--- src/design/sbd_pkg.sv ---
package sbd_pkg;

  // Fixed field and register widths
  localparam int PIX_W  = 8;
  localparam int DIM_W  = 13;
  localparam int COL_W  = 12;
  localparam int FACI_W = 5;
  localparam int CFG_AW = 2;
  localparam int CFG_DW = 13;
  localparam int SRC_LIMIT = 4096;

  // Configuration register indexes
  localparam logic [CFG_AW-1:0] CFG_SRC_WIDTH  = 2'd0;
  localparam logic [CFG_AW-1:0] CFG_SRC_HEIGHT = 2'd1;
  localparam logic [CFG_AW-1:0] CFG_FACTOR     = 2'd2;

  // Result status codes
  localparam logic [1:0] ST_PIXEL  = 2'd0;
  localparam logic [1:0] ST_TRUNC  = 2'd1;
  localparam logic [1:0] ST_REJECT = 2'd2;

  typedef struct packed {
    logic [PIX_W-1:0] red;
    logic [PIX_W-1:0] green;
    logic [PIX_W-1:0] blue;
    logic             source_ended;
  } pix_in_t;

  typedef struct packed {
    logic [PIX_W-1:0] avg_red;
    logic [PIX_W-1:0] avg_green;
    logic [PIX_W-1:0] avg_blue;
    logic             frame_last;
    logic [1:0]       status;
  } pix_out_t;

  typedef enum logic [1:0] {
    RES_PIX,
    RES_TRUNC,
    RES_REJECT
  } res_kind_e;

  typedef enum logic [3:0] {
    S_IDLE,
    S_SIZE,
    S_ALIGN,
    S_CHECK,
    S_STEP,
    S_READ,
    S_ACC,
    S_AVG,
    S_PUT
  } ctrl_state_e;

  // Controller to datapath
  typedef struct packed {
    logic      take;
    logic      size_start;
    logic      align_start;
    logic      size_load;
    logic      open;
    logic      step;
    logic      acc;
    logic      avg_start;
    logic      put;
    res_kind_e kind;
  } cmd_t;

  // Datapath to controller
  typedef struct packed {
    logic frame_open;
    logic reject;
    logic ended;
    logic trunc;
    logic active;
    logic emit;
    logic div_done;
    logic out_free;
  } sts_t;

endpackage

--- src/design/sbd_ctrl.sv ---
// Sequencer: frame setup, line-store update, averaging, result hand-off.
module sbd_ctrl (
  input  logic          clk_i,
  input  logic          rst_ni,
  input  logic          in_valid_i,
  output logic          in_ready_o,
  input  sbd_pkg::sts_t sts_i,
  output sbd_pkg::cmd_t cmd_o
);

  sbd_pkg::ctrl_state_e state_q, state_d;
  sbd_pkg::res_kind_e   kind_q, kind_d;

  always_ff @(posedge clk_i or negedge rst_ni) begin
    if (!rst_ni) begin
      state_q <= sbd_pkg::S_IDLE;
      kind_q  <= sbd_pkg::RES_PIX;
    end else begin
      state_q <= state_d;
      kind_q  <= kind_d;
    end
  end

  // Next state and commands
  always_comb begin
    state_d = state_q;
    kind_d  = kind_q;
    cmd_o   = '0;
    cmd_o.kind = kind_q;
    in_ready_o = 1'b0;
    unique case (state_q)
      sbd_pkg::S_IDLE: begin
        in_ready_o = 1'b1;
        if (in_valid_i) begin
          cmd_o.take = 1'b1;
          if (sts_i.frame_open) begin
            state_d = sbd_pkg::S_STEP;
          end else begin
            cmd_o.size_start = 1'b1;
            state_d = sbd_pkg::S_SIZE;
          end
        end
      end
      sbd_pkg::S_SIZE: begin
        if (sts_i.div_done) begin
          cmd_o.align_start = 1'b1;
          state_d = sbd_pkg::S_ALIGN;
        end
      end
      sbd_pkg::S_ALIGN: begin
        if (sts_i.div_done) begin
          cmd_o.size_load = 1'b1;
          state_d = sbd_pkg::S_CHECK;
        end
      end
      sbd_pkg::S_CHECK: begin
        if (sts_i.reject) begin
          kind_d  = sbd_pkg::RES_REJECT;
          state_d = sbd_pkg::S_PUT;
        end else begin
          cmd_o.open = 1'b1;
          state_d = sbd_pkg::S_STEP;
        end
      end
      sbd_pkg::S_STEP: begin
        cmd_o.step = 1'b1;
        if (sts_i.ended) begin
          if (sts_i.trunc) begin
            kind_d  = sbd_pkg::RES_TRUNC;
            state_d = sbd_pkg::S_PUT;
          end else begin
            state_d = sbd_pkg::S_IDLE;
          end
        end else if (sts_i.active) begin
          state_d = sbd_pkg::S_READ;
        end else begin
          state_d = sbd_pkg::S_IDLE;
        end
      end
      sbd_pkg::S_READ: begin
        state_d = sbd_pkg::S_ACC;
      end
      sbd_pkg::S_ACC: begin
        cmd_o.acc = 1'b1;
        if (sts_i.emit) begin
          cmd_o.avg_start = 1'b1;
          state_d = sbd_pkg::S_AVG;
        end else begin
          state_d = sbd_pkg::S_IDLE;
        end
      end
      sbd_pkg::S_AVG: begin
        if (sts_i.div_done) begin
          kind_d  = sbd_pkg::RES_PIX;
          state_d = sbd_pkg::S_PUT;
        end
      end
      sbd_pkg::S_PUT: begin
        if (sts_i.out_free) begin
          cmd_o.put = 1'b1;
          state_d = sbd_pkg::S_IDLE;
        end
      end
      default: begin
        state_d = sbd_pkg::S_IDLE;
      end
    endcase
  end

endmodule

--- config.mk ---
export PLATFORM = sky130hd
export DESIGN_NAME = sbd_ctrl
export DESIGN_NICKNAME = d
export VERILOG_FILES = /design/src/design/sbd_pkg.sv /design/src/design/sbd_ctrl.sv
export SDC_FILE = /design/constraint.sdc
export NUM_CORES = 1
export LEC_CHECK = 0
export BUFFER_PORTS_ARGS = -buffer_cell sky130_fd_sc_hd__buf_4
export CAP_MARGIN = 20
export CORE_AREA = 2 2 39 41
export DETAILED_ROUTE_END_ITERATION = 12
export DIE_AREA = 0 0 41 43
export GPL_TIMING_DRIVEN = 0
export PLACE_DENSITY_LB_ADDON = 0.2
export SKIP_LAST_GASP = 1
export SYNTH_ARGS = -nofsm -noshare
export SYNTH_HDL_FRONTEND = slang
export SYNTH_SLANG_ARGS = --single-unit
--- constraint.sdc ---
create_clock -name clk_i -period 2.3 [get_ports clk_i]
set_input_delay 0.23 -clock clk_i [delete_from_list [all_inputs] [get_ports clk_i]]
set_output_delay 0.23 -clock clk_i [all_outputs]
set_load 0.03 [all_outputs]
* After elaboration in Yosys (flattened, before gate mapping)
Cells that the tools add are included.
** Operators by class
- Add/subtract/negate cells :: 0
- Multipliers :: 0
- Div/mod/pow operators :: 0
- Order comparisons :: 0
- Equality and inequality tests :: 16
- Shifts and indexed selects :: 0
- Mux-type cells :: 31
- Bitwise gates (word level) :: 0
- Reduce and logical (&&, ||, !) cells :: 4
** Operators by type and width (number)
- $pmux 4 s9 :: 1
- $mux 4 :: 8
- $eq 4x3->1 const B :: 4
- $ne 2x2->1 const B :: 8
- $mux 2 :: 7
- $mux 1 :: 11
- $reduce_and 5->1 :: 2
- $mux 3 :: 3
- $eq 4x2->1 const B :: 2
- $pmux 2 s3 :: 1
- $eq 4x1->1 const B :: 1
- $eq 4x4->1 const B :: 1
- $logic_not 4->1 :: 1
- $reduce_bool 3->1 :: 1
** Word-level totals
- Flip-flop bits (word level) :: 6
- Bits in latches :: 0
- Bits in writable memories :: 0
- ROM bits :: 0
- Bits of input ports :: 11
- Output and inout port bits :: 12
- Logic and storage cells :: 53
- Memories :: 0

* Longest topological paths before layout
- Depth in word-level cells :: 3
- Depth in mapped cells :: 6
- Depth with buffers taken out :: 4

* Worst setup path before layout
Ideal clock, no wire load.
- Kind :: flip-flop to output port
- Start point :: reg state_q[1]
- End point :: out cmd_o[9] in the netlist's numbering
- Arrival :: 2.148 ns
- Data required time :: 2.070 ns
- Path slack :: -0.078 ns
- Cell stages (with the launch flop) :: 4
- Path buffers :: 1
- Cells stage by stage :: dfrtp_1 -> buf_2 -> nor4_1 -> and3_1
** RTL lines
- start, declared :: RTL line sbd_ctrl.sv:11 : sbd_pkg::ctrl_state_e state_q, state_d;
- start signal, assigned :: RTL line sbd_ctrl.sv:16 : state_q <= sbd_pkg::S_IDLE;
- start signal, assigned :: RTL line sbd_ctrl.sv:19 : state_q <= state_d;
- end, declared :: RTL line sbd_ctrl.sv:8 : output sbd_pkg::cmd_t cmd_o

==> impl_metrics.json <==
{
  "postRouteAntennaNets": 0,
  "n_fill_cell": 142,
  "cts_sinks": 6,
  "clk_pin_slew_ps": 50,
  "fp.dieW_um": 41,
  "cts_made_buffers": 3,
  "reg2reg_to": "state_q[0]",
  "drt_iter0_drc": 2,
  "synth_edf_count": 0,
  "track_usage_pct": 18.7,
  "cp.arrival_ps": 1660,
  "cp_cell_sequence": "buf_2 > clkbuf_1 > and3b_1 > and2_1 > buf_4",
  "stdcell_area_sq_um": 771,
  "setup_viol": 0,
  "fin_crit_ps": 1890,
  "hold_path.class": "in2reg",
  "grt_setup_unrepaired": "no",
  "synthFlopType": "dfrtp_1",
  "grt_pass1_wl_um": 2150,
  "die_height_um": 43,
  "io_pins": 23,
  "synth_cell_types": 36,
  "core_sq_um": 1380,
  "drive_gt1_share_pct": 40.0,
  "drcViolationCount": 0,
  "io_buffers": 22,
  "cts_tree": "done",
  "num_vias": 575,
  "syn2layout_area_growth_pct": 41.0,
  "synthTopCellsByCount": "dfrtp_1 (6), inv_1 (6), nor2_1 (5)",
  "clk_path_buf_depth": 2,
  "finalMaxSlewViolations": 0,
  "crit_type": "reg2out",
  "ctsRootBufferMaster": "clkbuf_4",
  "r2r-start": "state_q[2]",
  "cts-htree-levels": 1,
  "tightest_slew_ps": 461,
  "via_per_inst": 5.42,
  "final_core_util_pct": 55.7,
  "grt_max_degree": 11,
  "antenna_found_initial": 0,
  "worst_hold_path.endpoint": "state_q[3]",
  "gp_congestion": 0.785,
  "wl_per_cell_um": 13.4,
  "yosysTopAreaCell": "dfrtp_1",
  "start_kind": "flop",
  "grt_pass1_vias": 502,
  "diodes": 0,
  "layout.nets": 103,
  "reg2reg_depth": 5,
  "synthDominantCellAreaShare_pct": 27.5,
  "crit_fanout": 10,
  "drt-pass1-iter-count": 4,
  "layout_worst_path_cycle_share_pct": 82.0,
  "rows": 14,
  "r2r_setup_slack_ps": 540,
  "place_area_sq_um": 738,
  "cts-hold-fix-buffers": 1,
  "start_util_pct": 39.5,
  "cpPeakStageDelay_ps": 340,
  "syn_nets": 75,
  "timing.hold.ws_ps": 201,
  "design.die.area_sq_um": 1760,
  "cp-end-kind": "primary output",
  "setup_tns_ps": 0,
  "syn-instance-count": 64,
  "power.density_nw_per_um2": 1270,
  "skew_ps": 4.77,
  "cts_resized": 0,
  "required_ps": 2070,
  "relSlewSlack_pct": 69.3,
  "status": "completed",
  "ys_ff_latch": 6,
  "grt_overflow_total": 0,
  "hpwlAfterDp_um": 1090,
  "synth.cell_area_sq_um": 547,
  "worst_hold_path.num_cells": 2,
  "cap_violations": 0,
  "routed_wl_um": 1420,
  "synthArstFlopShare_pct": 100,
  "leakage_uw": 0.000392,
  "yosysWarningCount": 0,
  "yosys-top-cells-area": "dfrtp_1 (27%), and3_1 (4.6%), inv_1 (4.1%)",
  "postSynthAreaPerCell_sq_um": 8.54,
  "slowest_stage": "clkbuf_1",
  "final-hold-violation-count": 0,
  "fmax_ghz": 0.530,
  "post_cts_buffers": 0,
  "seq_area_frac_synth_pct": 27.5,
  "clkLatencyLatePin_ps": 250,
  "ir_drop_mv": 0.583,
  "min_from": "sts_i[0]"
}
-- worst max-delay path: cells and delay by family (launching register included) --
family	cells	cell delay [ps]
buf+inv	3	720
simple gates	2	370
flops	1	320
-- state kept, by name, indices dropped and copies added, names as in the netlist --
| register | count |
|---|---|
| kind_q | 2 |
| state_q | 4 |
-- per-layer routing --
metal  global-route usage (%)  vias up  part of all wire, %
li1                         -      285                    -
met1                     22.3      277                   42
met2                     27.2        8                   52
met3                     6.28        5                  3.6
met4                     12.0        0                  2.5
met5                        0        -                    0
-- power by group --
| part | internal, uW | switching, uW | total [uW] |
|---|---|---|---|
| registers | 152 | 37.1 | 189 |
| logic | 306 | 388 | 694 |
| clock network | 59.0 | 38.4 | 97.5 |
| total | 517 | 463 | 980 |
-- worst max-delay path by stage --
stage | startpoint | endpoint | slack, ps
after floorplan | state_q[1] | cmd_o[9] | 320
after global placement | state_q[2] | state_q[0] | 590
after detailed placement | state_q[2] | state_q[0] | 540
after CTS | state_q[2] | cmd_o[3] | 410
after global routing | state_q[2] | cmd_o[3] | 370
final | state_q[2] | cmd_o[3] | 410
-- cells by family (layout without fill, tap and decap cells) --
group | Yosys count | count (layout) | share of synthesized area [%]
AO/OA/AOI/OAI | 15 | 15 | 22.4
XOR/XNOR | 1 | 1 | 1.60
buffers and inverters | 12 | 38 | 10.8
flip-flops | 6 | 6 | 27.5
multiplexers | 3 | 3 | 6.64
AND/OR/NAND/NOR | 27 | 27 | 31.1
-- per-stage QoR --
stage | cells | total power, uW | setup slack, ps
5_1_grt | 106 | 1050 | 367
3_3_place_gp | 102 | 872 | 589
2_1_floorplan | 64 | 696 | 323
3_5_place_dp | 102 | 884 | 544
6_report | 106 | 980 | 413
4_1_cts | 106 | 988 | 414
-- cells in the final DEF, fill, tap and decap left out, drive strengths merged, types with 3 or more instances in the layout --
cell,instances
buf,27
inv,6
nor4,3
o21ai,3
and2,3
clkbuf,4
and3,4
nor2,6
dfrtp,6
-- area by class of cell --
type | count | area (sq um) | share of cell area [%]
Buffer | 6 | 36.3 | 4.71
Inverter | 6 | 22.5 | 2.92
Tap cell | 16 | 20.0 | 2.60
Sequential cell | 6 | 150 | 19.5
Timing Repair Buffer | 23 | 175 | 22.7
Multi-Input combinational cell | 46 | 344 | 44.6
Clock buffer | 3 | 22.5 | 2.92
Note: power is estimated with default switching activity, not from simulation.
